<file path="config.mk">
export PLATFORM = sky130hd
export DESIGN_NAME = fpa_front
export DESIGN_NICKNAME = d
export VERILOG_FILES = /design/src/hdl/fpa_pkg.sv /design/src/hdl/fpa_front.sv
export SDC_FILE = /design/constraint.sdc
export NUM_CORES = 2
export LEC_CHECK = 0
export ABC_AREA = 1
export BUFFER_PORTS_ARGS = -buffer_cell sky130_fd_sc_hd__clkbuf_2
export CELL_PAD_IN_SITES_DETAIL_PLACEMENT = 0
export CELL_PAD_IN_SITES_GLOBAL_PLACEMENT = 1
export CORE_MARGIN = 10
export CORE_UTILIZATION = 35
export DETAILED_ROUTE_END_ITERATION = 10
export GPL_TIMING_DRIVEN = 0
export PLACE_DENSITY_LB_ADDON = 0.1
export SLEW_MARGIN = 30
export SYNTH_ARGS = -nofsm -noshare
export SYNTH_HDL_FRONTEND = slang
export SYNTH_SLANG_ARGS = --single-unit
</file>
<file path="constraint.sdc">
create_clock -name clk_i -period 12.23 [get_ports clk_i]
set_input_delay 0 -clock clk_i [delete_from_list [all_inputs] [get_ports clk_i]]
set_output_delay 0 -clock clk_i [all_outputs]
set_load 0.05 [all_outputs]
</file>
<file path="src/hdl/fpa_pkg.sv">
// Package for the Q24.8 fixed-point ALU: action and status codes,
// pipeline cell payload type and the saturation helper. No dependencies.
`default_nettype none
package fpa_pkg;

  localparam int FracBits = 8;
  // quotient bits needed for floor(2 * |a| * 2^F / |b|)
  localparam int NumW = 33 + FracBits;
  // front (2) + one cell per quotient bit + output register
  localparam int Latency = NumW + 3;

  typedef enum logic [3:0] {
    ACT_ADD = 4'd0, ACT_SUB = 4'd1, ACT_MUL = 4'd2, ACT_DIV = 4'd3,
    ACT_GT = 4'd4, ACT_LT = 4'd5, ACT_GE = 4'd6, ACT_LE = 4'd7,
    ACT_EQ = 4'd8, ACT_NE = 4'd9, ACT_MIN = 4'd10, ACT_MAX = 4'd11,
    ACT_INC = 4'd12, ACT_DEC = 4'd13, ACT_FROM_INT = 4'd14, ACT_TO_INT = 4'd15
  } action_e;

  typedef enum logic [1:0] {
    ST_OK = 2'd0, ST_DIV0 = 2'd1, ST_OVF = 2'd2
  } status_e;

  typedef struct packed {
    logic              valid;
    logic              is_div;
    logic              neg;
    logic [31:0]       rem;
    logic [NumW-1:0]   num;
    logic [NumW-1:0]   quo;
    logic [31:0]       den;
    logic [31:0]       res;
    logic              cond;
    logic [1:0]        st;
  } dv_t;

  typedef struct packed {
    logic [31:0] val;
    logic        ovf;
  } sat_t;

  function automatic sat_t sat32(input logic signed [63:0] v);
    sat_t s;
    if (v > 64'sd2147483647) begin
      s.val = 32'h7fff_ffff;
      s.ovf = 1'b1;
    end else if (v < -64'sd2147483648) begin
      s.val = 32'h8000_0000;
      s.ovf = 1'b1;
    end else begin
      s.val = v[31:0];
      s.ovf = 1'b0;
    end
    return s;
  endfunction

endpackage
`default_nettype wire

</file>
<file path="src/hdl/fpa_front.sv">
// Front end: registers the item and its product, then works out every
// non-divide result and seeds the divide chain. Uses fpa_pkg.
`default_nettype none
module fpa_front (
  input  wire logic               clk_i,
  input  wire logic               rst_ni,
  input  wire logic               valid_i,
  input  wire logic [3:0]         action_i,
  input  wire logic signed [31:0] operand_a_i,
  input  wire logic signed [31:0] operand_b_i,
  output fpa_pkg::dv_t            cell_o
);

  localparam int F = fpa_pkg::FracBits;

  logic               v0_q;
  logic [3:0]         act0_q;
  logic signed [31:0] a0_q, b0_q;
  logic signed [63:0] p0_q;

  logic signed [63:0] ae, be, m, mr, mv, absa, absb;
  fpa_pkg::sat_t      s;
  fpa_pkg::dv_t       c_d, c_q;

  always_ff @(posedge clk_i or negedge rst_ni) begin
    if (!rst_ni) begin
      v0_q <= 1'b0;
    end else begin
      v0_q <= valid_i;
    end
  end

  always_ff @(posedge clk_i) begin
    act0_q <= action_i;
    a0_q   <= operand_a_i;
    b0_q   <= operand_b_i;
    p0_q   <= 64'(operand_a_i) * 64'(operand_b_i);
  end

  always_comb begin
    ae   = 64'(a0_q);
    be   = 64'(b0_q);
    absa = a0_q[31] ? -ae : ae;
    absb = b0_q[31] ? -be : be;
    // multiply: round magnitude half away from zero
    m  = p0_q[63] ? -p0_q : p0_q;
    mr = (m + (64'sd1 <<< (F - 1))) >>> F;
    mv = p0_q[63] ? -mr : mr;
    s  = '0;

    c_d        = '0;
    c_d.valid  = v0_q;
    c_d.st     = fpa_pkg::ST_OK;
    c_d.num    = fpa_pkg::NumW'(absa[32:0]) << (F + 1);
    c_d.den    = absb[31:0];
    c_d.neg    = a0_q[31] ^ b0_q[31];

    case (act0_q)
      fpa_pkg::ACT_ADD:      s = fpa_pkg::sat32(ae + be);
      fpa_pkg::ACT_SUB:      s = fpa_pkg::sat32(ae - be);
      fpa_pkg::ACT_MUL:      s = fpa_pkg::sat32(mv);
      fpa_pkg::ACT_DIV: begin
        if (b0_q == 32'sd0) begin
          c_d.st = fpa_pkg::ST_DIV0;
        end else begin
          c_d.is_div = 1'b1;
        end
      end
      fpa_pkg::ACT_GT:       c_d.cond = (a0_q > b0_q);
      fpa_pkg::ACT_LT:       c_d.cond = (a0_q < b0_q);
      fpa_pkg::ACT_GE:       c_d.cond = (a0_q >= b0_q);
      fpa_pkg::ACT_LE:       c_d.cond = (a0_q <= b0_q);
      fpa_pkg::ACT_EQ:       c_d.cond = (a0_q == b0_q);
      fpa_pkg::ACT_NE:       c_d.cond = (a0_q != b0_q);
      fpa_pkg::ACT_MIN:      s.val = (a0_q < b0_q) ? a0_q : b0_q;
      fpa_pkg::ACT_MAX:      s.val = (a0_q > b0_q) ? a0_q : b0_q;
      fpa_pkg::ACT_INC:      s = fpa_pkg::sat32(ae + 64'sd1);
      fpa_pkg::ACT_DEC:      s = fpa_pkg::sat32(ae - 64'sd1);
      fpa_pkg::ACT_FROM_INT: s = fpa_pkg::sat32(ae <<< F);
      fpa_pkg::ACT_TO_INT:   s.val = 32'(a0_q >>> F);
      default:               s = '0;
    endcase

    c_d.res = s.val;
    if (s.ovf) begin
      c_d.st = fpa_pkg::ST_OVF;
    end
  end

  always_ff @(posedge clk_i or negedge rst_ni) begin
    if (!rst_ni) begin
      c_q <= '0;
    end else begin
      c_q <= c_d;
    end
  end

  assign cell_o = c_q;

endmodule
`default_nettype wire

</file>
==> metrics <==
Skew-Pair Late Insertion Delay=0.61 ns; # hold bufs at CTS=70; Final nets=9824; setup tns final=0 ns; Rel. slew slack=25.8%; Sequential cell area=5220 um2; Crit Path Class=input port to register; io pins=255; die span in y=429 um; worst r2r path cells=25; number of synthesized flops with an enable pin=0; Critical Path Source=operand_b_i[4]; RSZ-0062 raised after global routing=false; hold_sp=operand_b_i[18]; first-pass GRT wire length=388 mm; Hold Path Class=input port to register; reg2reg end=cell_o[32]; initial core utilization=35.1%; async set-reset flop share out of synthesis=43.8%; first-pass iteration count of the detailed router=6; share of cells above drive strength 1=6.26%; max cap viols=0; Worst path max stage delay=0.79 ns; Cell Rows=150; PortBufs=172; Top Metal Used=met5; final setup fails=0; CP Data Required Time=12.73 ns; met1 wire length=106 mm; worst r2r src=a0_q[0]; die width=429 um; Max Freq=106 MHz; CTS tree=done; GR Util All Layers=28.8%; Clock Skews=0.0449 ns; Root Buffer=clkbuf_16; Slew Limit Fails=0; type of origin of the critical path=input port; Synth Cell Area=58600 um2; WHS Path Cells=1; top-count cell post-synth=nand2_1; # Post-CTS Setup Buffers=0; YS warnings=0; grt total ovfl=0; WHS Endpoint=b0_q[18]; ys flop type=dfxtp_1; Final period util=76.9%; met2 WL=130 mm; clock buffer depth=3; Post-Synthesis Cells=8058; Yosys top cell area share=37.0%; Area contributors post-synth=fa_1 (37%), nand2_1 (14%), inv_1 (12%); WP data arrival=9.90 ns; reg2reg setup slack=5.20 ns; Worst-Margin Slew=1.11 ns; multi-input logic area=45100 um2; Syn-to-layout area delta=9.73%; Critical Path Fanout Max=10; Via density=5.00; cell taking the most area after synthesis=fa_1; DR vias=53300; Post-synth top cells=nand2_1 (2237), inv_1 (1796), fa_1 (1084); DR WL met3=15.8 mm; routability-driven placement congestion ratio=0.963; routed len/inst=25.3 um; die area=184000 um2; cell mode on critical path=fa_1; #FFs+latches synth=235; DRT Wirelength=270 mm; Routed Antenna Nets=0; largest net degree at the start of global routing=63; Slowest-stage cell, CP=clkbuf_1; Clock transition at path regs=0.07 ns; endpoints failing hold=0; number of H-tree levels=1; Synth Area per Inst=7.27 um2; Num CTS Buffers=25; Initial DRC Count=4268; status=finished clean; vias in the first global route=55500; CTS sink cnt=235; fill count=18100; initial antenna violation count=23; min cycle time layout=9.40 ns; # resized after CTS=0; DRC=0; CP Capture Type=register; Core ar.=167000 um2; synth unique cells=60; Final HPWL DP=231 mm; sequential-to-total area share from yosys stat=8.91%
==> worst max path at each step <==
stage          endpoint  slack, ns  cells after the start
2_1_floorplan  p0_q[62]       4.90                     23
3_3_place_gp   p0_q[63]       2.54                     25
3_5_place_dp   p0_q[56]       2.78                     32
4_1_cts        p0_q[56]       2.85                     33
5_1_grt        p0_q[60]       2.30                     33
6_report       p0_q[60]       2.83                     33
==> placed cells by master, fill, tap and decap left out, types with 29 or more instances in the layout <==
master         count
or2_2             40
dfrtp_1          103
buf_4             84
conb_1            82
nand4_1           78
inv_1           1796
nand2_1         2237
xnor2_1           45
a31oi_1           41
nor2_1           555
dlygate4sd3_1     70
a21oi_1          211
o211ai_1          29
xor2_1           194
clkbuf_1         255
clkbuf_2         199
fa_1            1082
dfxtp_1          132
nand3_1          276
ha_1             255
nand2_2           46
o21ai_0          202
nor3_1            80
==> final cells by class <==
| cell class | count | area share [%] |
|---|---|---|
| timing repair buffer | 248 | 2.63 |
| sequential | 235 | 8.12 |
| clock buffer | 27 | 1.00 |
| inverter | 1817 | 10.6 |
| antenna | 20 | 0.0778 |
| multi-input combinational | 5694 | 70.1 |
| buffer | 393 | 2.94 |
| clock inverter | 19 | 0.280 |
| tap | 2204 | 4.29 |
==> worst max-delay path: cells and delay by family <==
family                   cells  cell delay [ns]
adder cells (fa/ha/maj)      9             4.07
XOR/XNOR                     1             0.15
buffers and inverters        8             2.07
AO/OA/AOI/OAI               11             2.98
AND/OR/NAND/NOR              4             0.63
==> cells by family after synthesis <==
| kind of cell | Yosys count | synth area share, % |
|---|---|---|
| compound gates | 592 | 5.81 |
| other cells | 1 | 0.00640 |
| fa+ha+maj | 1339 | 42.5 |
| buf+inv | 2210 | 14.8 |
| flops | 235 | 8.91 |
| simple gates | 3442 | 24.4 |
| xor+xnor | 239 | 3.57 |
==> layer usage <==
metal,up-vias,global-route usage (%)
met5,-,0
met4,4,16.2
met3,477,3.37
met2,1807,49.8
met1,26600,34.7
li1,24400,-
==> flip-flops by register name, summed over array words and instances, names as in the netlist <==
register  count
a0_q         32
p0_q         64
act0_q        4
b0_q         32
cell_o      102
v0_q          1
==> metrics by stage <==
stage	util, %	instances	setup WS (ns)	instance area, um2	hold slack (ns)
after floorplan	-	8139	4.90	58900	-0.296
after global placement	37.5	10500	2.54	62500	0.105
after detailed placement	37.6	10500	2.78	62700	-0.0559
after CTS	38.5	10600	2.85	64300	0.00201
after global routing	38.5	10600	2.30	64300	0.00867
final	38.5	10700	2.83	64300	0.0672
Power is not shown: default switching activity piles up to over one toggle a cycle in this logic, so the estimate is an artifact.
