$ cat src/hdl/fpa_pkg.sv
// Package for the Q24.8 fixed-point ALU: action and status codes,
// pipeline cell payload type and the saturation helper. No dependencies.
`default_nettype none
package fpa_pkg;

  localparam int FracBits = 8;
  // quotient bits needed for floor(2 * |a| * 2^F / |b|)
  localparam int NumW = 33 + FracBits;
  // front (2) + one cell per quotient bit + output register
  localparam int Latency = NumW + 3;

  typedef enum logic [3:0] {
    ACT_ADD = 4'd0, ACT_SUB = 4'd1, ACT_MUL = 4'd2, ACT_DIV = 4'd3,
    ACT_GT = 4'd4, ACT_LT = 4'd5, ACT_GE = 4'd6, ACT_LE = 4'd7,
    ACT_EQ = 4'd8, ACT_NE = 4'd9, ACT_MIN = 4'd10, ACT_MAX = 4'd11,
    ACT_INC = 4'd12, ACT_DEC = 4'd13, ACT_FROM_INT = 4'd14, ACT_TO_INT = 4'd15
  } action_e;

  typedef enum logic [1:0] {
    ST_OK = 2'd0, ST_DIV0 = 2'd1, ST_OVF = 2'd2
  } status_e;

  typedef struct packed {
    logic              valid;
    logic              is_div;
    logic              neg;
    logic [31:0]       rem;
    logic [NumW-1:0]   num;
    logic [NumW-1:0]   quo;
    logic [31:0]       den;
    logic [31:0]       res;
    logic              cond;
    logic [1:0]        st;
  } dv_t;

  typedef struct packed {
    logic [31:0] val;
    logic        ovf;
  } sat_t;

  function automatic sat_t sat32(input logic signed [63:0] v);
    sat_t s;
    if (v > 64'sd2147483647) begin
      s.val = 32'h7fff_ffff;
      s.ovf = 1'b1;
    end else if (v < -64'sd2147483648) begin
      s.val = 32'h8000_0000;
      s.ovf = 1'b1;
    end else begin
      s.val = v[31:0];
      s.ovf = 1'b0;
    end
    return s;
  endfunction

endpackage
`default_nettype wire

$ cat src/hdl/fpa_cell.sv
// One restoring-division cell: retires one quotient bit per item and
// hands the item to the next cell. Uses fpa_pkg.
`default_nettype none
module fpa_cell (
  input  wire logic        clk_i,
  input  wire logic        rst_ni,
  input  wire fpa_pkg::dv_t d_i,
  output fpa_pkg::dv_t     q_o
);

  fpa_pkg::dv_t cell_d, cell_q;
  logic [32:0]  rs;
  logic         ge;

  always_comb begin
    rs = {d_i.rem, d_i.num[fpa_pkg::NumW-1]};
    ge = (rs >= {1'b0, d_i.den});
    cell_d     = d_i;
    cell_d.rem = ge ? 32'(rs - {1'b0, d_i.den}) : rs[31:0];
    cell_d.num = d_i.num << 1;
    cell_d.quo = {d_i.quo[fpa_pkg::NumW-2:0], ge};
  end

  always_ff @(posedge clk_i or negedge rst_ni) begin
    if (!rst_ni) begin
      cell_q <= '0;
    end else begin
      cell_q <= cell_d;
    end
  end

  assign q_o = cell_q;

endmodule
`default_nettype wire

$ cat config.mk
export PLATFORM = sky130hd
export DESIGN_NAME = fpa_cell
export DESIGN_NICKNAME = d
export VERILOG_FILES = /design/src/hdl/fpa_pkg.sv /design/src/hdl/fpa_cell.sv
export SDC_FILE = /design/constraint.sdc
export NUM_CORES = 1
export LEC_CHECK = 0
export BUFFER_PORTS_ARGS = -buffer_cell sky130_fd_sc_hd__buf_2
export CAP_MARGIN = 30
export CELL_PAD_IN_SITES_DETAIL_PLACEMENT = 1
export CELL_PAD_IN_SITES_GLOBAL_PLACEMENT = 1
export CORE_MARGIN = 8
export CORE_UTILIZATION = 36
export DETAILED_ROUTE_END_ITERATION = 16
export PLACE_DENSITY_LB_ADDON = 0.1
export SETUP_SLACK_MARGIN = 0.02
export SLEW_MARGIN = 20
export SYNTH_ARGS = -nofsm -noshare
export SYNTH_HDL_FRONTEND = slang
export SYNTH_SLANG_ARGS = --single-unit
$ cat constraint.sdc
create_clock -name clk_i -period 0.8 [get_ports clk_i]
set_clock_uncertainty 0.05 [all_clocks]
set_input_delay 0.08 -clock clk_i [delete_from_list [all_inputs] [get_ports clk_i]]
set_output_delay 0.08 -clock clk_i [all_outputs]
set_load 0.01 [all_outputs]
==> metrics.csv, run 1 <==
metric,value,unit
num_rows,50,
place_congestion,0.999,
netlist-cell-type-count,50,
die-height,155,um
place_area,0.00994,mm^2
numCtsBuffers,17,
htree_levels,4,
globalRouteOverflowTotal,83,
starting_density_of_the_core,36.9,%
error_line,[ERROR GRT-0232] Routing congestion too high. Check the congestion heatmap in the GUI.,
chipWidth,155,um
hpwlAfterDp,23.7,mm
postSynthRegisterBits,183,
syn_nets,763,
worstEndpointType,sequential cell input,
mean_instance_size_in_the_synthesized_netlist,12.7,um^2
synth_ff_type,dfrtp_1,
maximum_number_of_pins_on_one_net_before_global_route_repair,45,
sequential_share_of_the_synthesized_area,66.2,%
clock_tree.root_cell,clkbuf_16,
run_status,did not finish,
netlist_instances,544,
grt-worst-endpoint,q_o[179]$_DFF_PN0_/D,
clock_tree.buffer_depth,2,
edff_count_synth,0,
cts.sinks,183,
floorplan.io_pins,370,
stop_stage,global routing (5_1_grt),
synth_warnings,0,
syn_area,0.00692,mm^2
grt_resource_usage_total,70.5,%
antenna_found_initial,12,
async_flop_share,100,%
placement.io_buffers,367,
[synth_stat cells (all sizes together), types with 7 or more instances]
cell | instances | share of area [%]
dfrtp | 183 | 66
a21oi | 55 | 4.0
inv | 46 | 2.5
nor2 | 37 | 2.0
ha | 32 | 5.8
nand2 | 24 | 1.3
o21ai | 21 | 1.5
xnor2 | 16 | 2.0
buf | 12 | 1.4
xor2 | 10 | 1.3
a21o | 8 | 0.87
mux2 | 8 | 1.7
nand3 | 8 | 0.58
nand4 | 8 | 0.72
nand2b | 7 | 0.63
o31ai | 7 | 0.76
[repair_timing]
action                                  in CTS
resized for setup                          208
hold buffers                               180
endpoints found under the setup margin     216
gates cloned                                 2
setup buffers                                3
pin swaps                                   14
endpoints found under the hold margin      364
[kinds of logic after synthesis]
kind of cell	after synthesis	synth area share [%]
other	1	0.0542
AND/OR/NAND/NOR	107	7.56
AO/OA/AOI/OAI	120	10.6
flip-flops	183	66.2
XOR/XNOR	26	3.29
buffers and inverters	64	4.21
adder cells (fa/ha/maj)	33	6.08
multiplexers	10	2.03
[routing by layer]
metal	GRT overflow	global-route usage (%)
met4	41	78.9
met2	41	88.3
met3	1	60.7
met5	0	18.6
met1	0	62.8
[metrics by stage]
step,util [%],setup slack [ps],TNS [ps],instances
floorplan,-,-1460,-47170,544
global placement,53.0,-1870,-56360,1241
detailed placement,53.0,-1910,-58590,1241
CTS,70.5,-1260,-92730,1457
==> run 2: changes to the inputs <==
CELL_PAD_IN_SITES_DETAIL_PLACEMENT = unset   (was 1)
CELL_PAD_IN_SITES_GLOBAL_PLACEMENT = unset   (was 1)
CORE_UTILIZATION = 25   (was 36)
PLACE_DENSITY_LB_ADDON = 0.15   (was 0.1)
SETUP_SLACK_MARGIN = unset   (was 0.02)
==> metrics.csv, run 2 <==
metric,value,unit,change
routed_wirelength,29.5,mm,
failed_checks,"hold timing, setup timing",,
viasPerCell,4.12,,
num_rows,61,,was 50
post-place-ws,-2040,ps,was -1910 ps
detailroute.via_count,6722,,
floorplan.io_pins,370,,unchanged
sequential_share_of_the_synthesized_area,66.2,%,unchanged
clock_tree.root_cell,clkbuf_16,,unchanged
clock_tree.buffer_depth,2,,unchanged
hpwlAfterDp,21.0,mm,was 23.7 mm
area_growth,105,%,
placement.io_buffers,367,,unchanged
routed_wire_length_per_instance,18.1,um,
drt_first_iter_violations,257,,
layout_commonest_cell,buf_2,,
timing.final.setup_violations,216,,
critPathRequiredTime,1070,ps,
placed_cells_incl_taps,1402,,"was 1,241"
numCtsBuffers,17,,unchanged
grt_resource_usage_total,17.4,%,
clock_tree_from_tritoncts,built,,
timing_worst_setup_path_type,in -> reg,,
fin_util,51.4,%,
power-per-cell-area,1840,mW/mm^2,
timing.critical_path.from_type,input pin,,
design.die.area,0.0332,mm^2,
lkg_pwr,6.78,nW,
rsz0062_at_grt,true,,
crit_path_end_kind,flop,,
clk_pin_slew,70,ps,
maximum_number_of_pins_on_one_net_before_global_route_repair,33,,
run_status,"complete, but fails checks",,was did not finish
final_design_area_no_fill,0.0142,mm^2,
layout-drive-gt1-share,52.7,%,
mean_instance_size_in_the_synthesized_netlist,12.7,um^2,unchanged
irDropWorstVdd,0.924,mV,
netlist-cell-type-count,50,,unchanged
chipWidth,182,um,was 155 um
htree_levels,4,,unchanged
synthMostInstantiatedCell,dfrtp_1,,unchanged
maxCapViolCount,0,,
fin_crit,1990,ps,
coreArea,0.0276,mm^2,
area_fraction_of_the_dominant_cell_type_after_synthesis,66.2,%,unchanged
vias_in_the_first_global_route,7639,,
cts.sinks,183,,unchanged
die-height,182,um,was 155 um
commonest_non_fill_non_tap_cells_in_the_layout,"buf_2 (263), dfrtp_1 (183), dlygate4sd3_1 (178)",,
synth_warnings,0,,unchanged
antenna_found_initial,5,,
route.antenna.remaining_nets,0,,
syn_nets,763,,unchanged
synth_ff_type,dfrtp_1,,unchanged
final-hold-violation-count,5,,
fin_cells,1631,,
postSynthRegisterBits,183,,unchanged
yosys-top-cells-area,"dfrtp_1 (66%), ha_1 (5.8%), a21oi_1 (3.9%)",,unchanged
detailedRoute.firstPassIterationCount,4,,
synth_top_cells_by_count,"dfrtp_1 (183), a21oi_1 (54), inv_1 (46)",,unchanged
edff_count_synth,0,,unchanged
globalRouteOverflowTotal,0,,
residual_drc_count,0,,
worst-path-max-fanout,6,,
starting_density_of_the_core,25.1,%,was 36.9%
worst_hold_slack,-71.4,ps,
worst_hold_path_type,in -> reg,,
grt_first_pass_wirelength,44.3,mm,
clock.fmax,503,MHz,
place_area,0.0103,mm^2,was 0.00994 mm^2
worstPathArrival,2250,ps,
syn_area,0.00692,mm^2,unchanged
setup_ws,-1190,ps,
slew_viol_final,0,,
netlist_instances,544,,unchanged
async_flop_share,100,%,unchanged
period_share,248,%,
synthDominantAreaCellType,dfrtp_1,,unchanged
place_congestion,0.847,,was 0.999
largest_register_ff_count,183,,
finish.net_count,1456,,
## run 2: cell counts after synthesis
Identical to the previous run, type by type.
## run 2: cells by family (layout without fill, tap and decap cells)
logic type      after synthesis  after routing  synth area share, %
compound gates              120            120                 10.6
mux                          10             10                 2.03
flops                       183            183                 66.2
buf+inv                      64            770                 4.21
simple gates                107            107                 7.56
xor+xnor                     26             26                 3.29
other cells                   1              4               0.0542
fa+ha+maj                    33             33                 6.08
## run 2: timing repair
item                       4_1_cts  5_1_grt
hold endpoints to repair       365        7
setup buffers                    6        7
resized for setup              177      116
pin swaps                       14       27
cloned                           4        1
hold buffers                   176        2
setup endpoints to repair      216      216
## run 2: through the flow
step                      total power [mW]  TNS, ps
after floorplan                       12.6   -47170
after global placement                15.5   -56640
after detailed placement              15.4   -57420
after CTS                             25.8   -91560
after global routing                  27.4   -96280
final                                 26.0   -86120
## run 2: final timing paths
path                       startpoint                  to  slack (ps)  cells after the start
max                           d_i[58]  q_o[172]$_DFF_PN0_       -1190                     11
min                          d_i[162]  q_o[163]$_DFF_PN0_         -70                      3
max in group asynchronous      rst_ni  q_o[125]$_DFF_PN0_         130                      3
min in group asynchronous      rst_ni   q_o[49]$_DFF_PN0_          80                      2
## run 2: where the power goes
group          internal [mW]  switching (mW)  leakage [nW]
sequential              9.98           0.273          2.13
combinational           4.04            3.26          4.37
clock                   4.27            4.20         0.284
## run 2: layout make-up
class,instances,area [um^2]
antenna,3,7.51
clock buffer,18,439
clock inverter,14,150
fill,2475,13400
inverter,46,178
multi-input combinational,297,2700
sequential,183,4580
tap,378,473
timing repair buffer,692,5640
## run 2: per-layer routing
layer	wire length (um)	global-route usage (%)
met5	30	0
met4	628	6.00
met3	1910	5.33
met2	15700	31.7
met1	11300	18.8
## run 2: critical path: stages
cell and delay, ps:
buf_8 100, inv_6 40, ha_4 210, a21o_1 200
o21a_1 190, a311oi_2 240, o21ai_1 110, or3b_1 370
o21a_4 250, buf_12 160, mux2_4 300
Note: power is estimated with default switching activity, not from simulation.
==> run 3: changes to the inputs <==
clock period = 1.8 ns   (was 0.8 ns; I/O delays follow)
==> metrics.csv, run 3 (synthesis results as in run 2) <==
metric,value,unit,change
coreArea,0.0276,mm^2,unchanged
setup_ws,-301,ps,was -1190 ps
tns,-8170,ps,"was -86,120 ps"
htree_levels,4,,unchanged
clk_pin_slew,70,ps,about the same
detailedRoute.firstPassIterationCount,4,,unchanged
layout_commonest_cell,buf_2,,unchanged
crit_path_end_kind,flop,,unchanged
slew_viol_final,0,,unchanged
area_growth,95.1,%,was 105%
failed_checks,setup timing,,"was hold timing, setup timing"
num_rows,61,,unchanged
diodes,0,,was 3
final-hold-violation-count,0,,was 5
grt_first_pass_wirelength,42.8,mm,was 44.3 mm
vias_in_the_first_global_route,7284,,"was 7,639"
clock_tree.buffer_depth,2,,unchanged
run_status,"complete, but fails checks",,unchanged
worst_hold_path_type,in -> reg,,unchanged
antenna_found_initial,2,,was 5
design.die.area,0.0332,mm^2,unchanged
clock_tree.root_cell,clkbuf_16,,unchanged
viasPerCell,4.09,,was 4.12
timing_worst_setup_path_type,in -> reg,,unchanged
layout-drive-gt1-share,53.2,%,was 52.7%
worst-path-max-fanout,7,,was 6
lkg_pwr,6.51,nW,was 6.78 nW
hpwlAfterDp,20.6,mm,was 21.0 mm
numCtsBuffers,17,,unchanged
worst_hold_slack,40.5,ps,was -71.4 ps
placement.io_buffers,367,,unchanged
maxCapViolCount,0,,unchanged
irDropWorstVdd,0.601,mV,was 0.924 mV
clock.fmax,476,MHz,
die-height,182,um,unchanged
timing.critical_path.from_type,input pin,,unchanged
largest_register_ff_count,183,,unchanged
floorplan.io_pins,370,,unchanged
fin_crit,2100,ps,
globalRouteOverflowTotal,0,,unchanged
maximum_number_of_pins_on_one_net_before_global_route_repair,55,,was 33
fin_util,49.0,%,was 51.4%
detailroute.via_count,6598,,"was 6,722"
clock_tree_from_tritoncts,built,,unchanged
finish.net_count,1442,,"was 1,456"
place_congestion,0.841,,was 0.847
drt_first_iter_violations,286,,was 257
routed_wire_length_per_instance,17.4,um,was 18.1 um
power-per-cell-area,837,mW/mm^2,was 1840 mW/mm^2
residual_drc_count,0,,unchanged
critPathRequiredTime,2070,ps,was 1070 ps
rsz0062_at_grt,true,,unchanged
tightest_slew,514,ps,
routed_wirelength,28.1,mm,was 29.5 mm
route.antenna.remaining_nets,0,,unchanged
starting_density_of_the_core,25.1,%,unchanged
cts.sinks,183,,unchanged
commonest_non_fill_non_tap_cells_in_the_layout,"buf_2 (358), dfrtp_1 (183), dlygate4sd3_1 (175)",,"was buf_2 (263), dfrtp_1 (183), dlygate4sd3_1 (178)"
worstPathArrival,2370,ps,was 2250 ps
timing.max_slew.rel_slack,65.8,%,
grt_resource_usage_total,16.7,%,was 17.4%
period_share,117,%,
chipWidth,182,um,unchanged
timing.final.setup_violations,33,,was 216
-- run 3: cell types whose count changed in the layout (fill, tap and decap cells not counted), sizes merged --
cell | before | now
buf | 512 | 501
clkbuf | 20 | 19
clkinv | 4 | 7
clkinvlp | 2 | 0
diode | 3 | 0
dlygate4sd3 | 178 | 175
-- run 3: cell type report --
| cell class | count | area, um^2 |
|---|---|---|
| clock buffer | 17 | 425 |
| clock inverter | 15 | 173 |
| fill | 2464 | 14100 |
| inverter | 46 | 180 |
| multi-input combinational | 297 | 2800 |
| sequential | 183 | 4580 |
| tap | 378 | 473 |
| timing repair buffer | 678 | 4870 |
-- run 3: critical path, cell delays in order --
cell and delay (ps):
buf_8 100, inv_6 40, ha_4 210, a21o_1 180, o21a_1 200, a311oi_4 240
o21ai_2 110, or3b_4 380, o21a_4 260, buf_12 170, mux2_4 290
-- run 3: where the power goes --
group	total, mW	switching [mW]	leakage [nW]	internal (mW)
logic	2.99	1.41	4.09	1.57
registers	4.52	0.0844	2.13	4.43
clock network	3.79	1.91	0.293	1.88
-- run 3: path summary, 6_finish.rpt --
check,from,to,slack [ps],cells past startpoint
max in group asynchronous,rst_ni,q_o[130]$_DFF_PN0_,880,3
worst max-delay path,d_i[58],q_o[163]$_DFF_PN0_,-300,11
min in group asynchronous,rst_ni,q_o[174]$_DFF_PN0_,210,2
worst min-delay path,d_i[179],q_o[180]$_DFF_PN0_,40,3
-- run 3: through the flow --
stage / cells / area [um^2] / setup slack (ps) / total power [mW]
2_1_floorplan: 544 / 7030 / -562 / 5.61
3_3_place_gp: 1392 / 10200 / -1030 / 6.82
3_5_place_dp: 1392 / 10200 / -1090 / 6.82
4_1_cts: 1606 / 12900 / -348 / 11.2
5_1_grt: 1614 / 13500 / -332 / 11.9
6_report: 1614 / 13500 / -301 / 11.3
-- run 3: repair_timing --
| action | 4_1_cts | 5_1_grt |
|---|---|---|
| endpoints found under the hold margin | 220 | 0 |
| gates resized for setup | 72 | 108 |
| hold buffers | 175 | 0 |
| endpoints found under the setup margin | 33 | 33 |
| pin swaps | 8 | 37 |
| cloned | 2 | 1 |
| setup buffers | 5 | 7 |
-- run 3: per-layer routing --
metal | vias to the layer above | part of all wire [%] | global-route usage (%)
met5 | - | 0.096 | 0
met4 | 4 | 1.8 | 3.97
met3 | 26 | 6.2 | 5.07
met2 | 220 | 52 | 30.1
met1 | 3148 | 40 | 19.1
li1 | 3200 | - | -
==> run 4: changes to the inputs <==
GPL_TIMING_DRIVEN = 0   (was unset)
==> metrics.csv, run 4 (synthesis results as in run 2) <==
metric,value,unit,change
irDropWorstVdd,0.537,mV,was 0.601 mV
diodes,0,,unchanged
grt_resource_usage_total,16.6,%,was 16.7%
final-hold-violation-count,0,,unchanged
grt_first_pass_wirelength,41.8,mm,was 42.8 mm
crit_path_cells,"buf_8, ha_4, a21o_1, o21a_1, a311oi_4, o21ai_2, or3b_4, o21a_4, buf_12, buf_12, o21a_1",,"was buf_8, inv_6, ha_4, a21o_1, o21a_1, a311oi_4, o21ai_2, or3b_4, o21a_4, buf_12, mux2_4"
power-per-cell-area,872,mW/mm^2,was 837 mW/mm^2
slew_viol_final,0,,unchanged
htree_levels,4,,unchanged
lkg_pwr,6.09,nW,was 6.51 nW
worstPathArrival,2430,ps,was 2370 ps
place_area,0.00937,mm^2,was 0.0102 mm^2
chipWidth,182,um,unchanged
routed_wirelength,28.0,mm,was 28.1 mm
hold_path_depth,4,,was 3
detailroute.via_count,6274,,"was 6,598"
layout-drive-gt1-share,49.0,%,was 53.2%
coreArea,0.0276,mm^2,unchanged
maximum_number_of_pins_on_one_net_before_global_route_repair,96,,was 55
commonest_non_fill_non_tap_cells_in_the_layout,"buf_2 (362), dfrtp_1 (183), dlygate4sd3_1 (182)",,"was buf_2 (358), dfrtp_1 (183), dlygate4sd3_1 (175)"
num_rows,61,,unchanged
routed_wire_length_per_instance,18.4,um,was 17.4 um
detailedRoute.firstPassIterationCount,4,,unchanged
crit_path_end_kind,flop,,unchanged
rsz0062_at_grt,true,,unchanged
fin_util,46.3,%,was 49.0%
critPathRequiredTime,2080,ps,was 2070 ps
design.die.area,0.0332,mm^2,unchanged
crit_family,compound AO/OA/AOI/OAI gates,,unchanged
run_status,"complete, but fails checks",,unchanged
period_share,119,%,was 117%
worst_hold_slack,46.9,ps,was 40.5 ps
placement.io_buffers,367,,unchanged
timing_worst_setup_path_type,in -> reg,,unchanged
timing.max_slew.rel_slack,53.1,%,was 65.8%
setup_ws,-351,ps,was -301 ps
antenna_found_initial,3,,was 2
worst_hold_path_type,in -> reg,,unchanged
critical_path.slowest_cell,or3b_4,,unchanged
tightest_slew,703,ps,was 514 ps
maxCapViolCount,0,,unchanged
starting_density_of_the_core,25.1,%,unchanged
clock_tree_from_tritoncts,built,,unchanged
timing.final.setup_violations,33,,unchanged
viasPerCell,4.11,,was 4.09
residual_drc_count,0,,unchanged
finish.net_count,1355,,"was 1,442"
crit_path_cell_count,11,,unchanged
floorplan.io_pins,370,,unchanged
clock_tree.root_cell,clkbuf_16,,unchanged
failed_checks,setup timing,,unchanged
clock.fmax,465,MHz,was 476 MHz
final_design_area_no_fill,0.0128,mm^2,was 0.0135 mm^2
layout_commonest_cell,buf_2,,unchanged
area_growth,84.5,%,was 95.1%
timing.critical_path.buf_inv,3,,unchanged
tns,-9910,ps,was -8170 ps
post-place-ws,-1290,ps,was -1090 ps
clock_tree.buffer_depth,2,,unchanged
critPathMaxStageDelay,400,ps,was 380 ps
die-height,182,um,unchanged
drt_first_iter_violations,272,,was 286
place_congestion,0.844,,was 0.841
timing.critical_path.from_type,input pin,,unchanged
fin_cells,1527,,"was 1,614"
fin_crit,2150,ps,was 2100 ps
largest_register_ff_count,183,,unchanged
numCtsBuffers,17,,unchanged
placed_cells_incl_taps,1290,,"was 1,392"
cts.sinks,183,,unchanged
total_power,11.1,mW,was 11.3 mW
worst-path-max-fanout,7,,unchanged
hpwlAfterDp,20.1,mm,was 20.6 mm
clk_pin_slew,80,ps,was 70 ps
globalRouteOverflowTotal,0,,unchanged
vias_in_the_first_global_route,6899,,"was 7,284"
route.antenna.remaining_nets,0,,unchanged
[run 4: what timing repair did]
action	in CTS	in global routing
pin swaps	23	25
hold buffers	182	0
setup buffers	18	11
setup endpoints to repair	33	33
gates resized for setup	102	64
hold endpoints to repair	269	0
cloned	3	0
[run 4: path summary, 6_finish.rpt]
check	endpoint	from
worst max-delay path	q_o[152]$_DFF_PN0_	d_i[171]
worst min-delay path	q_o[154]$_DFF_PN0_	d_i[153]
max in group asynchronous	q_o[77]$_DFF_PN0_	rst_ni
min in group asynchronous	q_o[58]$_DFF_PN0_	rst_ni
[run 4: worst min-delay path: stages]
cell and delay, ps:
buf_2 90, inv_1 30, nor2_1 90, a31o_2 110
[run 4: report_power, final]
group / internal, mW / switching (mW)
registers: 4.43 / 0.0737
clock network: 1.93 / 1.93
logic: 1.36 / 1.39
[run 4: area by class of cell]
| type | instances | area (um^2) |
|---|---|---|
| Fill cell | 2586 | 14800 |
| Clock inverter | 14 | 168 |
| Inverter | 46 | 178 |
| Sequential cell | 183 | 4580 |
| Tap cell | 378 | 473 |
| Multi-Input combinational cell | 297 | 2770 |
| Buffer | 9 | 126 |
| Clock buffer | 18 | 439 |
| Timing Repair Buffer | 582 | 4030 |
[run 4: metal layers]
layer / vias up / global-route usage (%) / wire length, um
met3: 25 / 5.41 / 1920
met1: 2996 / 18.2 / 11000
li1: 3025 / - / -
met5: - / 0 / 41
met2: 222 / 30.5 / 14700
met4: 6 / 3.57 / 382
